<file path="src/hdl/dup_pkg.sv">
`timescale 1ns / 1ps

package dup_pkg;

    localparam int ENTRIES  = 8;
    localparam int IDX_W    = (ENTRIES > 1) ? $clog2(ENTRIES) : 1;
    localparam int EVENT_W  = 8;
    localparam int DETAIL_W = 16;
    localparam int TIME_W   = 32;

    localparam logic CMD_CHECK    = 1'b0;
    localparam logic CMD_REMEMBER = 1'b1;

    typedef logic [IDX_W-1:0] idx_t;

    typedef struct packed {
        logic [EVENT_W-1:0]         event_code;
        logic signed [DETAIL_W-1:0] detail_value;
        logic [TIME_W-1:0]          time_ms;
    } entry_t;

    typedef struct packed {
        logic                       cmd;
        logic [EVENT_W-1:0]         event_code;
        logic signed [DETAIL_W-1:0] detail_value;
        logic [TIME_W-1:0]          now_ms;
    } request_t;

    typedef struct packed {
        logic   wr_en;
        idx_t   wr_addr;
        entry_t wr_data;
        idx_t   rd_addr;
    } mem_req_t;

    typedef struct packed {
        logic post;
        logic remember;
    } status_t;

endpackage

</file>
<file path="src/hdl/dup_if.sv">
`timescale 1ns / 1ps

interface dup_req_if;
    logic                                valid;
    logic                                ready;
    logic                                cmd;
    logic [dup_pkg::EVENT_W-1:0]         event_code;
    logic signed [dup_pkg::DETAIL_W-1:0] detail_value;
    logic [dup_pkg::TIME_W-1:0]          now_ms;

    modport source (output valid, cmd, event_code, detail_value, now_ms, input ready);
    modport sink (input valid, cmd, event_code, detail_value, now_ms, output ready);
endinterface

interface dup_rsp_if;
    logic valid;
    logic ready;
    logic suppress;

    modport source (output valid, suppress, input ready);
    modport sink (input valid, suppress, output ready);
endinterface

</file>
<file path="src/hdl/dup_mem.sv">
`timescale 1ns / 1ps

module dup_mem (
    input  logic              clk,
    input  dup_pkg::mem_req_t mem_req,
    output dup_pkg::entry_t   rd_data
);

    dup_pkg::entry_t mem [dup_pkg::ENTRIES];
    dup_pkg::entry_t rd_data_reg;

    always_ff @(posedge clk)
    begin
        if (mem_req.wr_en)
        begin
            mem[mem_req.wr_addr] <= mem_req.wr_data;
        end
        rd_data_reg <= mem[mem_req.rd_addr];
    end

    assign rd_data = rd_data_reg;

endmodule

</file>
<file path="src/hdl/dup_ctrl.sv">
`timescale 1ns / 1ps

module dup_ctrl (
    input  logic                        clk,
    input  logic                        rst_n,
    dup_req_if.sink                     req,
    dup_rsp_if.source                   rsp,
    input  logic                        cfg_wr_en,
    input  logic [dup_pkg::TIME_W-1:0]  cfg_wr_data,
    input  dup_pkg::entry_t             rd_data,
    output dup_pkg::mem_req_t           mem_req,
    output dup_pkg::status_t            status
);

    localparam logic [1:0] ST_IDLE = 2'd0;
    localparam logic [1:0] ST_SCAN = 2'd1;
    localparam logic [1:0] ST_DONE = 2'd2;

    logic [1:0]                       state_reg, state_next;
    logic [dup_pkg::ENTRIES-1:0]      valid_reg, valid_next;
    logic [dup_pkg::TIME_W-1:0]       window_reg, window_next;
    logic                             out_valid_reg, out_valid_next;
    logic                             out_sup_reg, out_sup_next;
    dup_pkg::request_t                req_reg, req_next;
    dup_pkg::idx_t                    idx_reg, idx_next;
    logic                             have_reg, have_next;
    logic [dup_pkg::TIME_W-1:0]       oldest_reg, oldest_next;
    dup_pkg::idx_t                    best_reg, best_next;
    dup_pkg::idx_t                    dest_reg, dest_next;
    logic                             sup_reg, sup_next;

    logic                             accept;
    logic                             post;
    logic                             hit;
    logic                             last;
    logic                             better;
    logic [dup_pkg::TIME_W-1:0]       age;

    assign req.ready = (state_reg == ST_IDLE);
    assign accept    = req.valid && req.ready;
    assign post      = (state_reg == ST_DONE) && (!out_valid_reg || rsp.ready);

    assign hit    = valid_reg[idx_reg]
                    && (rd_data.event_code == req_reg.event_code)
                    && (rd_data.detail_value == req_reg.detail_value);
    assign age    = req_reg.now_ms - rd_data.time_ms;
    assign last   = (idx_reg == dup_pkg::idx_t'(dup_pkg::ENTRIES - 1));
    assign better = !have_reg || (age > oldest_reg);

    always_comb
    begin
        state_next  = state_reg;
        valid_next  = valid_reg;
        req_next    = req_reg;
        idx_next    = idx_reg;
        have_next   = have_reg;
        oldest_next = oldest_reg;
        best_next   = best_reg;
        dest_next   = dest_reg;
        sup_next    = sup_reg;

        case (state_reg)
            ST_IDLE:
            begin
                if (accept)
                begin
                    req_next.cmd          = req.cmd;
                    req_next.event_code   = req.event_code;
                    req_next.detail_value = req.detail_value;
                    req_next.now_ms       = req.now_ms;
                    idx_next              = '0;
                    have_next             = 1'b0;
                    sup_next              = 1'b0;
                    state_next            = ST_SCAN;
                end
            end
            ST_SCAN:
            begin
                idx_next = idx_reg + dup_pkg::idx_t'(1);
                if (req_reg.cmd == dup_pkg::CMD_CHECK)
                begin
                    if (hit)
                    begin
                        sup_next   = (age < window_reg);
                        state_next = ST_DONE;
                    end
                    else if (last)
                    begin
                        sup_next   = 1'b0;
                        state_next = ST_DONE;
                    end
                end
                else
                begin
                    sup_next = 1'b0;
                    if (!valid_reg[idx_reg] || hit)
                    begin
                        dest_next  = idx_reg;
                        state_next = ST_DONE;
                    end
                    else
                    begin
                        if (better)
                        begin
                            have_next   = 1'b1;
                            oldest_next = age;
                            best_next   = idx_reg;
                        end
                        if (last)
                        begin
                            dest_next  = better ? idx_reg : best_reg;
                            state_next = ST_DONE;
                        end
                    end
                end
            end
            ST_DONE:
            begin
                if (post)
                begin
                    if (req_reg.cmd == dup_pkg::CMD_REMEMBER)
                    begin
                        valid_next[dest_reg] = 1'b1;
                    end
                    state_next = ST_IDLE;
                end
            end
            default:
            begin
                state_next = ST_IDLE;
            end
        endcase
    end

    always_comb
    begin
        out_valid_next = out_valid_reg;
        out_sup_next   = out_sup_reg;
        if (rsp.ready)
        begin
            out_valid_next = 1'b0;
        end
        if (post)
        begin
            out_valid_next = 1'b1;
            out_sup_next   = sup_reg;
        end
    end

    assign window_next = cfg_wr_en ? cfg_wr_data : window_reg;

    always_ff @(posedge clk or negedge rst_n)
    begin
        if (!rst_n)
        begin
            state_reg     <= ST_IDLE;
            valid_reg     <= '0;
            window_reg    <= '0;
            out_valid_reg <= 1'b0;
            idx_reg       <= '0;
            have_reg      <= 1'b0;
        end
        else
        begin
            state_reg     <= state_next;
            valid_reg     <= valid_next;
            window_reg    <= window_next;
            out_valid_reg <= out_valid_next;
            idx_reg       <= idx_next;
            have_reg      <= have_next;
        end
    end

    always_ff @(posedge clk)
    begin
        req_reg     <= req_next;
        oldest_reg  <= oldest_next;
        best_reg    <= best_next;
        dest_reg    <= dest_next;
        sup_reg     <= sup_next;
        out_sup_reg <= out_sup_next;
    end

    assign rsp.valid    = out_valid_reg;
    assign rsp.suppress = out_sup_reg;

    assign mem_req.wr_en                = post && (req_reg.cmd == dup_pkg::CMD_REMEMBER);
    assign mem_req.wr_addr              = dest_reg;
    assign mem_req.wr_data.event_code   = req_reg.event_code;
    assign mem_req.wr_data.detail_value = req_reg.detail_value;
    assign mem_req.wr_data.time_ms      = req_reg.now_ms;
    assign mem_req.rd_addr              = (state_reg == ST_SCAN)
                                          ? idx_reg + dup_pkg::idx_t'(1) : '0;

    assign status.post     = post;
    assign status.remember = (req_reg.cmd == dup_pkg::CMD_REMEMBER);

endmodule

</file>
<file path="src/hdl/duplicate_event_suppressor.sv">
`timescale 1ns / 1ps

// Channel      Direction  Content
// req          in         cmd, event_code, detail_value, now_ms
// rsp          out        suppress
// cfg_wr_*     in         window_ms, written when cfg_wr_en is high
//
// A request scans the table one entry per cycle through the single read port
// of the entry memory until a match, a free entry for a remember, or the last
// entry; the next request is accepted only once the response has been posted.
// Reset clears the valid bits, which live in flip-flops, so no clearing pass is needed.
// The response sits in an output register; a new request is accepted while it
// waits, and its response is held in the controller until that register empties.

module duplicate_event_suppressor (
    input  logic                       clk,
    input  logic                       rst_n,
    dup_req_if.sink                    req,
    dup_rsp_if.source                  rsp,
    input  logic                       cfg_wr_en,
    input  logic [dup_pkg::TIME_W-1:0] cfg_wr_data
);

    dup_pkg::mem_req_t mem_req;
    dup_pkg::entry_t   rd_data;
    dup_pkg::status_t  status;

    dup_mem u_mem (
        .clk     (clk),
        .mem_req (mem_req),
        .rd_data (rd_data)
    );

    dup_ctrl u_ctrl (
        .clk         (clk),
        .rst_n       (rst_n),
        .req         (req),
        .rsp         (rsp),
        .cfg_wr_en   (cfg_wr_en),
        .cfg_wr_data (cfg_wr_data),
        .rd_data     (rd_data),
        .mem_req     (mem_req),
        .status      (status)
    );

    a_one_in_flight: assert property (@(posedge clk) disable iff (!rst_n)
        (req.valid && req.ready) |=> !req.ready)
        else $error("request accepted while another is in flight");

    a_post_shows: assert property (@(posedge clk) disable iff (!rst_n)
        status.post |=> rsp.valid)
        else $error("posted response not visible");

    a_remember_quiet: assert property (@(posedge clk) disable iff (!rst_n)
        (status.post && status.remember) |=> !rsp.suppress)
        else $error("remember request returned suppress");

    a_write_on_post: assert property (@(posedge clk) disable iff (!rst_n)
        mem_req.wr_en |-> status.post)
        else $error("table written outside response post");

endmodule

</file>
<file path="src/flat_wrapper.sv">
// flat-port wrapper written by rule: the top's interface ports become plain ports
module duplicate_event_suppressor_flat 
  (clk, rst_n, cfg_wr_en, cfg_wr_data, req_valid, req_cmd, req_event_code, req_detail_value, req_now_ms, req_ready, rsp_valid, rsp_suppress, rsp_ready);
  dup_req_if req_i ();
  dup_rsp_if rsp_i ();
  input  logic clk;
  input  logic rst_n;
  input  logic cfg_wr_en;
  input  logic [dup_pkg::TIME_W-1:0] cfg_wr_data;
  input wire logic [$bits(req_i.valid)-1:0] req_valid;
  input wire logic [$bits(req_i.cmd)-1:0] req_cmd;
  input wire logic [$bits(req_i.event_code)-1:0] req_event_code;
  input wire logic [$bits(req_i.detail_value)-1:0] req_detail_value;
  input wire logic [$bits(req_i.now_ms)-1:0] req_now_ms;
  output wire logic [$bits(req_i.ready)-1:0] req_ready;
  output wire logic [$bits(rsp_i.valid)-1:0] rsp_valid;
  output wire logic [$bits(rsp_i.suppress)-1:0] rsp_suppress;
  input wire logic [$bits(rsp_i.ready)-1:0] rsp_ready;
  assign req_i.valid = req_valid;
  assign req_i.cmd = req_cmd;
  assign req_i.event_code = req_event_code;
  assign req_i.detail_value = req_detail_value;
  assign req_i.now_ms = req_now_ms;
  assign req_ready = req_i.ready;
  assign rsp_valid = rsp_i.valid;
  assign rsp_suppress = rsp_i.suppress;
  assign rsp_i.ready = rsp_ready;
  duplicate_event_suppressor u_core (.clk(clk), .rst_n(rst_n), .req(req_i), .rsp(rsp_i), .cfg_wr_en(cfg_wr_en), .cfg_wr_data(cfg_wr_data));
endmodule
</file>
<file path="config.mk">
export PLATFORM = sky130hd
export DESIGN_NAME = duplicate_event_suppressor_flat
export DESIGN_NICKNAME = d
export VERILOG_FILES = /design/src/hdl/dup_pkg.sv /design/src/hdl/dup_if.sv /design/src/hdl/dup_mem.sv /design/src/hdl/dup_ctrl.sv /design/src/hdl/duplicate_event_suppressor.sv /design/src/flat_wrapper.sv
export SDC_FILE = /design/constraint.sdc
export NUM_CORES = 1
export LEC_CHECK = 0
export BUFFER_PORTS_ARGS = -buffer_cell sky130_fd_sc_hd__buf_2
export CORE_MARGIN = 8
export CORE_UTILIZATION = 47
export CTS_CLUSTER_DIAMETER = 200
export DETAILED_ROUTE_END_ITERATION = 10
export HOLD_SLACK_MARGIN = 0.15
export PLACE_DENSITY = 0.75
export SETUP_SLACK_MARGIN = 0.15
export SLEW_MARGIN = 0
export SYNTH_ARGS = -nofsm -noshare
export SYNTH_HDL_FRONTEND = slang
export SYNTH_SLANG_ARGS = --single-unit
</file>
<file path="constraint.sdc">
create_clock -name clk -period 5.85 [get_ports clk]
set_input_delay 0.585 -clock clk [delete_from_list [all_inputs] [get_ports clk]]
set_output_delay 0.585 -clock clk [all_outputs]
set_load 0.03 [all_outputs]
</file>
==> impl_metrics.env <==
export IMPL_run_status="complete, no violations"
export IMPL_synthDominantCellAreaShare=0.6141
export IMPL_clock_latency_ps=610
export IMPL_antenna_found_initial=3
export IMPL_num_vias=16900
export IMPL_cts_clk_slew_worst_paths_ps=60
export IMPL_areaGrowthSynthToFinish_pct=14.37
export IMPL_post_route_min_period_ps=5151
export IMPL_buffer_levels_on_the_longest_clock_path=3
export IMPL_ys_ff_latch=648
export IMPL_ff2ff_setup_slack_ps=700
export IMPL_track_usage=0.1945
export IMPL_syn_cell_area_um2=26650
export IMPL_die_height_um=254.1
export IMPL_flip_flop_count_of_the_largest_register_after_layout=448
export IMPL_worstSetupStartpointType="register"
export IMPL_cts_tree="built"
export IMPL_fp_dieW_um=254.1
export IMPL_synthArstFlopShare=0.07253
export IMPL_crit_type="register to register"
export IMPL_design_final_nets=2326
export IMPL_ant_nets=0
export IMPL_grt_pass1_wl_um=96900
export IMPL_worst_setup_path_startpoint="u_core.u_ctrl.mem_req[3]$_DFFE_PP_"
export IMPL_yosysMostFrequentCell="sky130_fd_sc_hd__edfxtp_1"
export IMPL_setup_viol=0
export IMPL_cts_root_buf="sky130_fd_sc_hd__clkbuf_16"
export IMPL_htreeDepth=3
export IMPL_rsz_0062_raised_after_global_routing="false"
export IMPL_syn_inst=2010
export IMPL_boundaryPins=97
export IMPL_r2r_start="u_core.u_ctrl.mem_req[3]$_DFFE_PP_"
export IMPL_postSynth_topFlopCell="sky130_fd_sc_hd__edfxtp_1"
export IMPL_grt_start_max_net_pins=85
export IMPL_timing_setup_tns_ps=0
export IMPL_worst_hold_path_type="input pin to register"
export IMPL_dpl_cell_area_um2=27970
export IMPL_via_per_inst=5.740
export IMPL_data_required_time_of_the_worst_path_ps=6140
export IMPL_design_area_um2=30480
export IMPL_floorplan_core_area_um2=56280
export IMPL_p_leak_nw=11.32
export IMPL_rows=87
export IMPL_synth_top_cells_by_area="sky130_fd_sc_hd__edfxtp_1 (61%), sky130_fd_sc_hd__ha_1 (4.5%), sky130_fd_sc_hd__dfrtp_1 (4.4%)"
export IMPL_fillers=4510
export IMPL_worstPathMaxFanout=24
export IMPL_depth_of_the_worst_register_to_register_path=19
export IMPL_synth_warnings=0
export IMPL_yosysSeqAreaShare=0.7003
export IMPL_postSynthNetCount=2201
export IMPL_endpoint_type_of_the_worst_setup_path="register"
export IMPL_drt_wl_total_um=63760
export IMPL_achievable_frequency_ghz=0.1941
export IMPL_min_period_over_period=0.8806
export IMPL_hold_path_startpoint="req_now_ms[27]"
export IMPL_synth_top_cells_by_count="sky130_fd_sc_hd__edfxtp_1 (545), sky130_fd_sc_hd__nand2_1 (289), sky130_fd_sc_hd__nand3_1 (179)"
export IMPL_post_cts_resized=0
export IMPL_place_port_buffers=96
export IMPL_max_cap_violations=0
export IMPL_timing_max_transition_violations_final=0
export IMPL_first_iter_violations=1564
export IMPL_max_slew_worst_pin_slew_ps=1154
export IMPL_finalWeightedCongestion=0.8728
export IMPL_synthDistinctLibCells=71
export IMPL_fp_dieArea_um2=64570
export IMPL_critical_path_reg2reg_endpoint="u_core.u_ctrl.oldest_reg[5]$_DFFE_PP_"
export IMPL_destination_of_the_critical_timing_path="u_core.u_ctrl.oldest_reg[5]$_DFFE_PP_"
export IMPL_clock_skew_ps=24.62
export IMPL_overflow=0
export IMPL_slew_headroom=0.2310
export IMPL_cts_buffers=67
export IMPL_remaining_drc_errors=0
export IMPL_yosysTopAreaCell="sky130_fd_sc_hd__edfxtp_1"
export IMPL_worst_ir_drop_vdd_v=0.0003097
export IMPL_number_of_diodes_added_for_antenna_fixing=0
export IMPL_synth_edff_count=545
export IMPL_clkSinkCount=648
export IMPL_first_pass_iteration_count_of_the_detailed_router=5
export IMPL_post_drt_wl_per_cell_um=21.66
export IMPL_hold_viol=0
export IMPL_effective_utilization_at_floorplan=0.4735
export IMPL_power_per_cell_area_nw_per_um2=531.2
export IMPL_layout_drive_gt1_share=0.1161
export IMPL_post_synth_cell_area_avg_um2=13.26
export IMPL_hpwl_um=36090
export IMPL_first_global_vias=17000
export IMPL_cp_data_arrival_time_ps=5440
[layout make-up]
| type | instances | area [µm²] | area share |
|---|---|---|---|
| clock buffer | 99 | 1931 | 0.06334 |
| tap | 756 | 945.9 | 0.03104 |
| sequential | 648 | 18660 | 0.6124 |
| inverter | 111 | 416.7 | 0.01367 |
| multi-input combinational | 1158 | 7298 | 0.2395 |
| clock inverter | 23 | 249.0 | 0.008169 |
| timing repair buffer | 149 | 973.4 | 0.03194 |
[cell usage in the layout, fill, tap and decap left out, types with 14 or more instances in the layout]
cell type / synthesis / layout
sky130_fd_sc_hd__dfxtp_1: 56 / 56
sky130_fd_sc_hd__a21o_1: 25 / 25
sky130_fd_sc_hd__nor3_1: 16 / 14
sky130_fd_sc_hd__buf_4: 2 / 19
sky130_fd_sc_hd__o22ai_1: 56 / 56
sky130_fd_sc_hd__clkbuf_16: 0 / 70
sky130_fd_sc_hd__a21oi_1: 39 / 39
sky130_fd_sc_hd__buf_2: 9 / 96
sky130_fd_sc_hd__nor2_1: 27 / 19
sky130_fd_sc_hd__o31ai_1: 57 / 57
sky130_fd_sc_hd__o21ai_0: 65 / 65
sky130_fd_sc_hd__dfrtp_1: 47 / 46
sky130_fd_sc_hd__and2_1: 42 / 41
sky130_fd_sc_hd__ha_1: 96 / 96
sky130_fd_sc_hd__and2_0: 16 / 16
sky130_fd_sc_hd__xnor2_1: 22 / 22
sky130_fd_sc_hd__a211oi_1: 60 / 60
sky130_fd_sc_hd__nand3_1: 179 / 179
sky130_fd_sc_hd__nand4_1: 20 / 20
sky130_fd_sc_hd__nand2_1: 289 / 285
sky130_fd_sc_hd__edfxtp_1: 545 / 545
sky130_fd_sc_hd__inv_1: 111 / 110
sky130_fd_sc_hd__dlygate4sd3_1: 0 / 33
sky130_fd_sc_hd__xor2_1: 26 / 26
sky130_fd_sc_hd__clkbuf_1: 61 / 22
[worst max-delay path: stages, from the launching register on]
cell and delay (ps):
sky130_fd_sc_hd__edfxtp_1 500, sky130_fd_sc_hd__inv_1 90, sky130_fd_sc_hd__ha_1 190, sky130_fd_sc_hd__inv_1 80
sky130_fd_sc_hd__fa_1 470, sky130_fd_sc_hd__a21o_1 190, sky130_fd_sc_hd__nand4_1 140, sky130_fd_sc_hd__a21oi_2 120
sky130_fd_sc_hd__o211a_1 270, sky130_fd_sc_hd__nor2_2 170, sky130_fd_sc_hd__a311o_1 260, sky130_fd_sc_hd__nand2_1 100
sky130_fd_sc_hd__a311oi_2 390, sky130_fd_sc_hd__ha_1 220, sky130_fd_sc_hd__nand4_1 120, sky130_fd_sc_hd__nor4_1 420
sky130_fd_sc_hd__o21a_1 270, sky130_fd_sc_hd__o21ai_0 150, sky130_fd_sc_hd__nor2_2 470, sky130_fd_sc_hd__buf_12 250
[cells by family (layout without fill, tap and decap cells)]
kind of cell	Yosys count	in the layout	share of synthesized area
AO/OA/AOI/OAI	366	366	0.09278
XOR/XNOR	48	48	0.01578
adder cells (fa/ha/maj)	97	97	0.04583
buffers and inverters	204	382	0.02972
flip-flops	648	648	0.7003
multiplexers	5	5	0.002911
AND/OR/NAND/NOR	642	642	0.1126
[stage by stage]
step,cells,util,hold slack (ps),setup slack (ps),power (W)
floorplan,2010,-,289.4,375.6,0.01024
global placement,2789,0.4970,415.0,874.6,0.01173
detailed placement,2789,0.4970,412.7,781.9,0.01197
CTS,2944,0.5416,150.4,736.2,0.01622
global route,2944,0.5416,150.5,376.0,0.01707
finish,2944,0.5416,173.0,698.6,0.01619
[worst min-delay path by stage]
stage / cells after the start / slack (ps) / to
floorplan: 0 / 290 / u_core.u_ctrl.have_reg$_DFFE_PN0P_
global placement: 0 / 410 / u_core.u_ctrl.rsp.suppress$_DFFE_PP_
detailed placement: 0 / 410 / u_core.u_ctrl.rsp.suppress$_DFFE_PP_
CTS: 1 / 150 / u_core.u_ctrl.mem_req[54]$_DFFE_PP_
global route: 1 / 150 / u_core.u_ctrl.mem_req[8]$_DFFE_PP_
finish: 1 / 170 / u_core.u_ctrl.mem_req[30]$_DFFE_PP_
[report_power, final]
group          internal [W]  total (W)  switching (W)
clock               0.00248    0.00421        0.00173
combinational       0.00207    0.00572        0.00366
sequential          0.00585    0.00625       0.000404
[routing by layer]
metal / vias up / share of wire / global-route usage
met2: 758 / 0.47 / 0.3129
li1: 7700 / - / -
met4: 4 / 0.033 / 0.07795
met1: 8289 / 0.42 / 0.2586
met3: 148 / 0.081 / 0.03916
met5: - / 0.00036 / 0
[timing repair]
action / 4_1_cts / 5_1_grt
hold endpoints to repair: 79 / 0
hold buffers: 33 / 0
buffers inserted: 0 / 0
setup endpoints to repair: 0 / 0
No activity file was read; power rests on OpenSTA's default activity.
